$ cat config.mk
export PLATFORM = sky130hd
export DESIGN_NAME = switch_debounce_press_counter
export DESIGN_NICKNAME = d
export VERILOG_FILES = /design/src/hdl/sdpc_pkg.sv /design/src/hdl/sdpc_cfg.sv /design/src/hdl/sdpc_core.sv /design/src/hdl/sdpc_outreg.sv /design/src/hdl/switch_debounce_press_counter.sv
export SDC_FILE = /design/constraint.sdc
export NUM_CORES = 1
export LEC_CHECK = 0
export BUFFER_PORTS_ARGS = -buffer_cell sky130_fd_sc_hd__buf_2
export CAP_MARGIN = 5
export CORE_MARGIN = 3
export CORE_UTILIZATION = 40
export CTS_BUF_LIST = sky130_fd_sc_hd__clkbuf_2 sky130_fd_sc_hd__clkbuf_4 sky130_fd_sc_hd__clkbuf_8
export CTS_CLUSTER_SIZE = 24
export DETAILED_ROUTE_END_ITERATION = 12
export HOLD_SLACK_MARGIN = 0.05
export PLACE_DENSITY = 0.62
export RECOVER_POWER = 100
export SYNTH_ARGS = -nofsm -noshare
export SYNTH_HDL_FRONTEND = slang
export SYNTH_HIERARCHICAL = 1
export SYNTH_SLANG_ARGS = --single-unit
export TNS_END_PERCENT = 10
$ cat constraint.sdc
create_clock -name clk -period 4.8 [get_ports clk]
set_input_delay 0.24 -clock clk [delete_from_list [all_inputs] [get_ports clk]]
set_output_delay 0.24 -clock clk [all_outputs]
set_load 0.01 [all_outputs]
$ cat src/hdl/sdpc_pkg.sv
// Package for the switch debounce and press counter block.
// Holds shared types, command codes, register indexes and widths.
// No dependencies.
`timescale 1ns / 1ps

package sdpc_pkg;

	// Default width of the press window timer
	localparam int TIMER_BITS_DEF = 16;

	// Configuration port
	localparam int CFG_DATA_W = 16;
	localparam int CFG_IDX_W  = 2;

	typedef enum logic [CFG_IDX_W-1:0] {
		REG_MOMENTARY_MODE    = 2'd0,
		REG_DEBOUNCE_TOP      = 2'd1,
		REG_RESET_PRESS_LIMIT = 2'd2,
		REG_WINDOW_TICKS      = 2'd3
	} reg_idx_t;

	// Commands from pin handling
	typedef enum logic [1:0] {
		CMD_NONE   = 2'd0,
		CMD_ON     = 2'd1,
		CMD_OFF    = 2'd2,
		CMD_TOGGLE = 2'd3
	} cmd_t;

	// Debounce and press count limits
	localparam logic [3:0] DEBOUNCE_MIN   = 4'd2;
	localparam logic [3:0] DEBOUNCE_IDLE  = 4'd1;
	localparam logic [7:0] PRESS_COUNT_MAX = 8'd255;

	// Register reset values
	localparam logic [3:0]  DEBOUNCE_TOP_RST = 4'd8;
	localparam logic [7:0]  PRESS_LIMIT_RST  = 8'd8;
	localparam logic [15:0] WINDOW_TICKS_RST = 16'd100;

	typedef struct packed {
		logic        momentary_mode;
		logic [3:0]  debounce_top;
		logic [7:0]  reset_press_limit;
		logic [15:0] window_ticks;
	} cfg_t;

	typedef struct packed {
		logic busy_res;
		logic pressed;
		logic reset_req;
		logic window_off;
		cmd_t pin_command;
	} res_t;

endpackage

$ cat src/hdl/sdpc_cfg.sv
// Configuration registers of the switch debounce block.
// Depends on sdpc_pkg.
`timescale 1ns / 1ps

module sdpc_cfg (
	input  logic                              clk,
	input  logic                              arst_n,
	input  logic                              cfg_we,
	input  logic [sdpc_pkg::CFG_IDX_W-1:0]    cfg_index,
	input  logic [sdpc_pkg::CFG_DATA_W-1:0]   cfg_data,
	output sdpc_pkg::cfg_t                    cfg
);
	import sdpc_pkg::*;

	cfg_t cfg_q;

	// Register writes, one index per write
	always_ff @(posedge clk or negedge arst_n) begin
		if (!arst_n) begin
			cfg_q.momentary_mode    <= 1'b0;
			cfg_q.debounce_top      <= DEBOUNCE_TOP_RST;
			cfg_q.reset_press_limit <= PRESS_LIMIT_RST;
			cfg_q.window_ticks      <= WINDOW_TICKS_RST;
		end else if (cfg_we) begin
			case (reg_idx_t'(cfg_index))
				REG_MOMENTARY_MODE:    cfg_q.momentary_mode    <= cfg_data[0];
				REG_DEBOUNCE_TOP:      cfg_q.debounce_top      <= cfg_data[3:0];
				REG_RESET_PRESS_LIMIT: cfg_q.reset_press_limit <= cfg_data[7:0];
				REG_WINDOW_TICKS:      cfg_q.window_ticks      <= cfg_data[15:0];
				default: ;
			endcase
		end
	end

	assign cfg = cfg_q;

endmodule

$ cat src/hdl/sdpc_core.sv
// Debounce counter, press counter and press window timer.
// Depends on sdpc_pkg.
`timescale 1ns / 1ps

module sdpc_core #(
	parameter int TIMER_BITS = sdpc_pkg::TIMER_BITS_DEF
) (
	input  logic           clk,
	input  logic           arst_n,
	input  logic           adv,
	input  logic           pin_level,
	input  sdpc_pkg::cfg_t cfg,
	output sdpc_pkg::res_t res
);
	import sdpc_pkg::*;

	logic                  is_pressed_q;
	logic [3:0]            debounce_count_q;
	logic [7:0]            press_count_q;
	logic                  window_open_q;
	logic [TIMER_BITS-1:0] window_remaining_q;

	logic                  is_pressed_n;
	logic [3:0]            debounce_count_n;
	logic [7:0]            press_count_n;
	logic                  window_open_n;
	logic [TIMER_BITS-1:0] window_remaining_n;

	logic [3:0]            top;
	logic [3:0]            cnt_up;
	logic [TIMER_BITS-1:0] load;
	logic                  expire;
	logic [7:0]            pc_exp;
	logic                  wo_exp;
	cmd_t                  cmd;

	assign top    = (cfg.debounce_top < DEBOUNCE_MIN) ? DEBOUNCE_MIN : cfg.debounce_top;
	assign cnt_up = (debounce_count_q < top) ? debounce_count_q + 4'd1 : debounce_count_q;
	assign load   = TIMER_BITS'(cfg.window_ticks);
	assign expire = window_open_q && (window_remaining_q <= TIMER_BITS'(1));
	assign pc_exp = expire ? 8'd0 : press_count_q;
	assign wo_exp = expire ? 1'b0 : window_open_q;

	// Window expiry first, then pin handling
	always_comb begin
		is_pressed_n       = is_pressed_q;
		debounce_count_n   = debounce_count_q;
		press_count_n      = pc_exp;
		window_open_n      = wo_exp;
		window_remaining_n = window_remaining_q;
		cmd                = CMD_NONE;

		if (window_open_q) begin
			window_remaining_n = expire ? '0 : window_remaining_q - TIMER_BITS'(1);
		end

		if (pin_level) begin
			if (!is_pressed_q) begin
				debounce_count_n = cnt_up;
				if (cnt_up >= top) begin
					debounce_count_n   = top;
					is_pressed_n       = 1'b1;
					press_count_n      = (pc_exp < PRESS_COUNT_MAX) ? pc_exp + 8'd1 : pc_exp;
					window_open_n      = 1'b1;
					window_remaining_n = (load == '0) ? TIMER_BITS'(1) : load;
					if (pc_exp == 8'd0) begin
						cmd = cfg.momentary_mode ? CMD_ON : CMD_TOGGLE;
					end
				end
			end
		end else if (is_pressed_q && debounce_count_q > DEBOUNCE_IDLE) begin
			debounce_count_n = debounce_count_q - 4'd1;
			if (debounce_count_n == DEBOUNCE_IDLE) begin
				is_pressed_n = 1'b0;
				if (!wo_exp && cfg.momentary_mode) begin
					cmd = CMD_OFF;
				end
			end
		end
	end

	// Result of the tick
	always_comb begin
		res.pin_command = cmd;
		res.window_off  = expire && cfg.momentary_mode && !is_pressed_q;
		res.reset_req   = expire && (press_count_q >= cfg.reset_press_limit);
		res.pressed     = is_pressed_n;
		res.busy_res    = (debounce_count_n != DEBOUNCE_IDLE && debounce_count_n != top)
			|| window_open_n;
	end

	// State update once per tick
	always_ff @(posedge clk or negedge arst_n) begin
		if (!arst_n) begin
			is_pressed_q       <= 1'b0;
			debounce_count_q   <= DEBOUNCE_IDLE;
			press_count_q      <= 8'd0;
			window_open_q      <= 1'b0;
			window_remaining_q <= '0;
		end else if (adv) begin
			is_pressed_q       <= is_pressed_n;
			debounce_count_q   <= debounce_count_n;
			press_count_q      <= press_count_n;
			window_open_q      <= window_open_n;
			window_remaining_q <= window_remaining_n;
		end
	end

endmodule

$ cat src/hdl/sdpc_outreg.sv
// Result register on the master side of the switch debounce block.
// Depends on sdpc_pkg.
`timescale 1ns / 1ps

module sdpc_outreg (
	input  logic           clk,
	input  logic           arst_n,
	input  logic           load,
	input  sdpc_pkg::res_t res,
	output logic           free,
	output logic           m_tvalid,
	input  logic           m_tready,
	output logic [7:0]     m_tdata
);
	import sdpc_pkg::*;

	logic valid_q;
	res_t res_q;

	assign free = !valid_q || m_tready;

	// Valid flag: set on load, cleared once the transfer completes
	always_ff @(posedge clk or negedge arst_n) begin
		if (!arst_n) begin
			valid_q <= 1'b0;
		end else if (load) begin
			valid_q <= 1'b1;
		end else if (m_tready) begin
			valid_q <= 1'b0;
		end
	end

	// Payload
	always_ff @(posedge clk) begin
		if (load) begin
			res_q <= res;
		end
	end

	assign m_tvalid = valid_q;
	assign m_tdata  = {2'b00, res_q};

endmodule

$ cat src/hdl/switch_debounce_press_counter.sv
// Top level of the switch debounce and multi-press counter.
// Depends on sdpc_pkg, sdpc_cfg, sdpc_core and sdpc_outreg.
//
//   channel  | direction | payload
//   s_*      | in        | one poll tick: s_tdata[0] pin_level
//   m_*      | out       | one result per tick, fields in m_tdata
//   cfg_*    | in        | register write, index 0..3, 16-bit data
//
// One tick is accepted every cycle while s_tready is high; each tick passes the
// input register, then the result register. The state counters update in
// the cycle a tick moves from the input register into the result register.
// Reset sets the registers to their defaults and the switch to released.
// A stalled m_tready holds the result register and then the input register;
// s_tready drops only when both are full.
`timescale 1ns / 1ps

module switch_debounce_press_counter #(
	parameter int TIMER_BITS = sdpc_pkg::TIMER_BITS_DEF
) (
	input  logic                            clk,
	input  logic                            arst_n,
	input  logic                            s_tvalid,
	output logic                            s_tready,
	input  logic [7:0]                      s_tdata,   // [0] pin_level
	output logic                            m_tvalid,
	input  logic                            m_tready,
	// [1:0] pin_command, [2] window_off, [3] reset_req, [4] pressed, [5] busy_res
	output logic [7:0]                      m_tdata,
	input  logic                            cfg_we,
	input  logic [sdpc_pkg::CFG_IDX_W-1:0]  cfg_index,
	input  logic [sdpc_pkg::CFG_DATA_W-1:0] cfg_data
);
	import sdpc_pkg::*;

	cfg_t cfg;
	res_t res;
	logic valid_s1;
	logic pin_s1;
	logic out_free;
	logic adv;
	logic in_fire;

	assign adv      = valid_s1 && out_free;
	assign s_tready = !valid_s1 || out_free;
	assign in_fire  = s_tvalid && s_tready;

	// Input register
	always_ff @(posedge clk or negedge arst_n) begin
		if (!arst_n) begin
			valid_s1 <= 1'b0;
		end else if (in_fire) begin
			valid_s1 <= 1'b1;
		end else if (adv) begin
			valid_s1 <= 1'b0;
		end
	end

	always_ff @(posedge clk) begin
		if (in_fire) begin
			pin_s1 <= s_tdata[0];
		end
	end

	sdpc_cfg u_cfg (
		.clk       (clk),
		.arst_n    (arst_n),
		.cfg_we    (cfg_we),
		.cfg_index (cfg_index),
		.cfg_data  (cfg_data),
		.cfg       (cfg)
	);

	sdpc_core #(
		.TIMER_BITS (TIMER_BITS)
	) u_core (
		.clk       (clk),
		.arst_n    (arst_n),
		.adv       (adv),
		.pin_level (pin_s1),
		.cfg       (cfg),
		.res       (res)
	);

	sdpc_outreg u_out (
		.clk      (clk),
		.arst_n   (arst_n),
		.load     (adv),
		.res      (res),
		.free     (out_free),
		.m_tvalid (m_tvalid),
		.m_tready (m_tready),
		.m_tdata  (m_tdata)
	);

`ifndef SYNTHESIS
	// Both stages full and stalled: no new tick may enter
	a_stall_blocks: assert property (@(posedge clk) disable iff (!arst_n)
		(valid_s1 && m_tvalid && !m_tready) |-> !s_tready)
		else $error("tick accepted while pipeline full");

	// On or toggle only when the switch has just become pressed
	a_on_pressed: assert property (@(posedge clk) disable iff (!arst_n)
		(m_tvalid && (m_tdata[1:0] == CMD_ON || m_tdata[1:0] == CMD_TOGGLE)) |-> m_tdata[4])
		else $error("on or toggle with switch released");

	// Off from pin handling only with the switch released
	a_off_released: assert property (@(posedge clk) disable iff (!arst_n)
		(m_tvalid && m_tdata[1:0] == CMD_OFF) |-> !m_tdata[4])
		else $error("off command with switch pressed");
`endif

endmodule

Yosys cells after proc, flatten, opt, wreduce, memory -nomap -nowiden

Cells that the tools add are included.

Magnitude comparators: 7
Mux-type cells: 38
Equality and inequality tests: 6
Reductions and logical operators: 25
Add/sub/neg operators: 4

Operator list:

| cell                  | count |
|---|---|
| $mux 16               | 6 |
| $mux 8                | 5 |
| $mux 4                | 6 |
| $le 16x1->1 const B   | 1 |
| $logic_not 16->1      | 1 |
| $mux 2                | 8 |
| $sub 16x1->16 const B | 1 |
| $mux 1                | 13 |
| $logic_and 1x1->1     | 9 |
| $add 8x1->8 const B   | 1 |
| $ge 8x8->1            | 1 |
| $logic_not 8->1       | 1 |
| $lt 8x8->1 const B    | 1 |
| $reduce_and 2->1      | 4 |
| $add 4x1->4 const B   | 1 |
| $eq 2x2->1 const B    | 2 |
| $eq 4x1->1 const B    | 1 |
| $ge 4x4->1            | 1 |
| $gt 4x1->1 const B    | 1 |
| $logic_not 1->1       | 4 |
| $lt 4x2->1 const B    | 1 |
| $lt 4x4->1            | 1 |
| $ne 4x1->1 const B    | 1 |
| $ne 4x4->1            | 1 |
| 5 further kinds       | 8 |

Logic and storage cells: 97
Register bits after elaboration: 68

Longest topological paths before layout

Word-level depth: 11
Mapped depth: 17

By module

The synthesis kept the hierarchy.

Modules (own cells, without submodules):

| module                        | instances | area an instance (um^2) | cells an instance |
|---|---|---|---|
| sdpc_core                     | 1         | 2820.2                  | 370 |
| sdpc_cfg                      | 1         | 1151.1                  | 63 |
| sdpc_outreg                   | 1         | 246.5                   | 12 |
| switch_debounce_press_counter | 1         | 90.1                    | 6 |

Worst setup path before layout

OpenSTA, ideal clock, no wires.

Kind: reg-to-reg
From: register u_cfg.cfg_q (netlist bit u_cfg/cfg[27])
To: register u_out.res_q (netlist bit u_out/m_tdata[5]) (data pin)
Cell stages (with the launch flop): 17
Data arrival time: 3650 ps
Data required time: 4533 ps
Setup slack: 884 ps
Library setup time: 267 ps
Clock period less this slack: 3916 ps
Cells stage by stage: dfstp_2 inv_1 a21oi_1 ha_1 o21ai_0 a21o_1 xnor2_1 ha_1 nand2b_4 a2111oi_4 or2_1 clkbuf_1 nor2_1 a221o_1 a31oi_2 and4_1 a31oi_1

RTL lines:

| element              | RTL line          | text |
|---|---|---|
| start, declared      | sdpc_cfg.sv:15    | `cfg_t cfg_q;` |
| end signal, assigned | sdpc_outreg.sv:36 | `res_q <= res;` |
| end, declared        | sdpc_outreg.sv:18 | `res_t res_q;` |

==> results.cfg <==
[outcome]
status = finished, violations left
violations = capacitance limit, slew limit

[worst_setup_path]
crit_slowest_cell = dfstp_1
path_buf_inv = 1
worstSetupPathType = register to register
critPathLaunchType = register
arrival_ps = 4370
cp.required_ps = 4890
worstPathMaxFanout = 8
path_cells = inv_1 > a21oi_1 > ha_1 > o21ai_0 > a21o_1 > and2_0 > xor2_1 > ha_1 > o21a_1 > nor2_1 > or2_0 > nor2_1 > a221o_1 > a31oi_1 > and4_1 > a31oi_1
cp-end-kind = register
slowest_delay_ps = 610
path_delay_family = compound AO/OA/AOI/OAI gates

[die]
dieArea_um2 = 12050
io_pins = 41
die_x_um = 109.8
core_um2 = 10420
placementRows = 37
start_util = 0.4136
fp.dieH_um = 109.8

[clock_tree]
htree_num_levels = 3
numClockSinks = 68
clockBufferDepth = 2
cts_root_buf = clkbuf_8
cts_tree = built
clk_pin_slew_worst_paths_ps = 80
insertion_delay_ps = 340
cts_made_buffers = 9
cts_setup_buffers = 0

[drt]
viasPerCell = 5.680
routedWlPerCell_um = 16.28
drtIter0Drc = 236
routed_wl_um = 10110
vias = 3527
drtPass1Iterations = 5
antenna_left = 0
drc = 0

[power]
peakVddDrop_uv = 180.2
powerDensity_nw_per_um2 = 547.8
p_leak_uw = 0.001961
total_power_uw = 2586

[final_layout]
multiInputGateArea_um2 = 2296
drive_above_1_share = 0.1588
fill_cells = 1045
final_cells = 621
area_growth_pct = 9.585
finalNetCount = 534
antenna_cells = 0
seqCellArea_um2 = 1744

[sta]
slew_violations = 108
fin_setup_tns_ps = 0
finalHoldViolCount = 0
fin_crit_ps = 4281
fin_skew_ps = 15.38
max_freq_mhz = 233.6
worstMarginPinSlew_ps = 3336
slew_headroom = -1.224
rsz0062_at_grt = false
finalSetupViolations = 0
min_period_over_period = 0.8918

[grt]
gr-total-overflow = 0
grt_most_used_layer = met2
use_met2 = 0.2956
track_usage = 0.1803
grt_pass1_vias = 3457
grt_pass1_wl_um = 17170
grtUsageMet3 = 0.02877
grt_max_degree = 62
use_met1 = 0.2446
antenna_found_initial = 0

[placement]
dpl.hpwl_um = 7179
gpl.final_weighted_congestion = 0.8664
portBuffers = 31
place_inst = 604

[synthesis]
ys_ff_latch = 68
ys_seq_area_frac = 0.4049
synth_edf_count = 7
syn_inst = 451
ys.flop_type = dfrtp_1
yosysWarnings = 6
synthDistinctLibCells = 71
async_flop_share = 0.8971
syn_area_per_cell_um2 = 9.552
syn-cell-area_um2 = 4308

[job]
max-cap-violations = 2

[min_path]
min_path_type = primary input to register
layout make-up:
type                    count  share of cell area
multi-input cells         338              0.4863
clock buffers              12             0.03233
well taps                 136             0.03605
flip-flops and latches     68              0.3695
repair buffers             40             0.04214
inverters                  23             0.01829
clock inverters             4             0.01537
final timing paths:
path                               start                         end  slack [ps]  depth (start not counted)
setup / recovery           u_cfg/cfg[27]            u_out/m_tdata[5]         520                         16
hold / removal                  s_tvalid                    valid_s1         100                          2
setup reg to reg           u_cfg/cfg[27]            u_out/m_tdata[5]         520                         16
hold reg to reg            u_cfg/cfg[18]               u_cfg/cfg[18]         510                          1
max in group asynchronous         arst_n  u_core/debounce_count_q[3]        1780                          2
min in group asynchronous         arst_n  u_core/debounce_count_q[1]        1110                          2
layer usage:
| metal | up-vias | part of all wire |
|---|---|---|
| li1 | 1712 | - |
| met1 | 1724 | 0.47 |
| met2 | 79 | 0.47 |
| met3 | 12 | 0.038 |
| met4 | 0 | 0.013 |
| met5 | - | 0 |
cell families (layout without fill, tap and decap cells):
group / count (synthesis) / in the layout / synth area share
mux: 31 / 31 / 0.08975
fa+ha+maj: 23 / 23 / 0.06680
other cells: 1 / 2 / 0.0008705
flops: 68 / 68 / 0.4049
xor+xnor: 4 / 4 / 0.008134
compound gates: 128 / 128 / 0.1926
buf+inv: 46 / 79 / 0.04502
simple gates: 150 / 150 / 0.1920
state kept, by name, summed over array words and instances (netlist names):
register / cells
pin_s1: 1
u_core/press_count_q: 8
u_out/m_tvalid: 1
valid_s1: 1
u_core/window_remaining_q: 16
u_cfg/cfg: 29
u_core/debounce_count_q: 4
u_core/window_open_q: 1
u_core/is_pressed_q: 1
u_out/m_tdata: 6
worst register-to-register path: cells and delay by family, from the launching register on:
family,cells,cell delay (ps)
AO/OA/AOI/OAI,7,1480
buffers and inverters,1,120
XOR/XNOR,1,170
adder cells (fa/ha/maj),2,520
AND/OR/NAND/NOR,5,1140
flip-flops,1,610
synthesized netlist by cell type (5+ instances only):
| cell type | count | area, um2 |
|---|---|---|
| nor3_1 | 16 | 80.08 |
| clkbuf_1 | 16 | 60.06 |
| ha_1 | 23 | 287.8 |
| a21o_1 | 5 | 37.54 |
| nor2_1 | 37 | 138.9 |
| inv_1 | 23 | 86.33 |
| dfrtp_1 | 55 | 1376 |
| nand3_1 | 10 | 50.05 |
| nor4_1 | 7 | 43.79 |
| dfstp_2 | 6 | 157.7 |
| nand2_1 | 31 | 116.4 |
| a21oi_1 | 36 | 180.2 |
| edfxtp_1 | 7 | 210.2 |
| a31oi_1 | 5 | 31.28 |
| or4_1 | 5 | 37.54 |
| nand2b_1 | 6 | 37.54 |
| mux2_2 | 21 | 236.5 |
| mux2_4 | 10 | 150.1 |
| o21ai_0 | 45 | 225.2 |
stage by stage:
step / util / setup slack [ps] / hold WS [ps] / cell area [um2]
5_1_grt: 0.4532 / 155.1 / 105.0 / 4721
4_1_cts: 0.4632 / 740.4 / 86.37 / 4825
3_3_place_gp: 0.4406 / 778.2 / 417.8 / 4589
3_5_place_dp: 0.4406 / 720.5 / 421.5 / 4589
6_report: 0.4532 / 519.5 / 104.0 / 4721
2_1_floorplan: - / 883.5 / -55.59 / 4312
timing repair:
item	in CTS	in global routing
hold buffers	1	0
gates resized for setup	0	0
endpoints found under the hold margin	1	0
report_power, final:
part / switching, uW / total, uW / internal, uW
combinational: 622 / 1080 / 459
sequential: 222 / 967 / 745
clock: 220 / 538 / 318
placed cells by master (no fill, tap or decap), types with 4 or more instances in the layout:
cell / instances
or4_1: 5
nand3b_1: 5
nor2b_1: 4
dfrtp_1: 55
edfxtp_1: 7
nor3_1: 17
nand2_1: 31
inv_1: 23
o21ai_0: 46
mux2_1: 11
dfstp_2: 5
nand4_1: 4
nand2b_1: 7
and3_1: 4
ha_1: 23
nand3_1: 11
nor2_1: 37
buf_2: 21
a21oi_1: 36
a21o_1: 5
mux2_2: 20
clkbuf_8: 10
buf_4: 4
a31oi_1: 6
nor4_1: 7
clkbuf_1: 13
No activity file was read; power rests on OpenSTA's default activity.
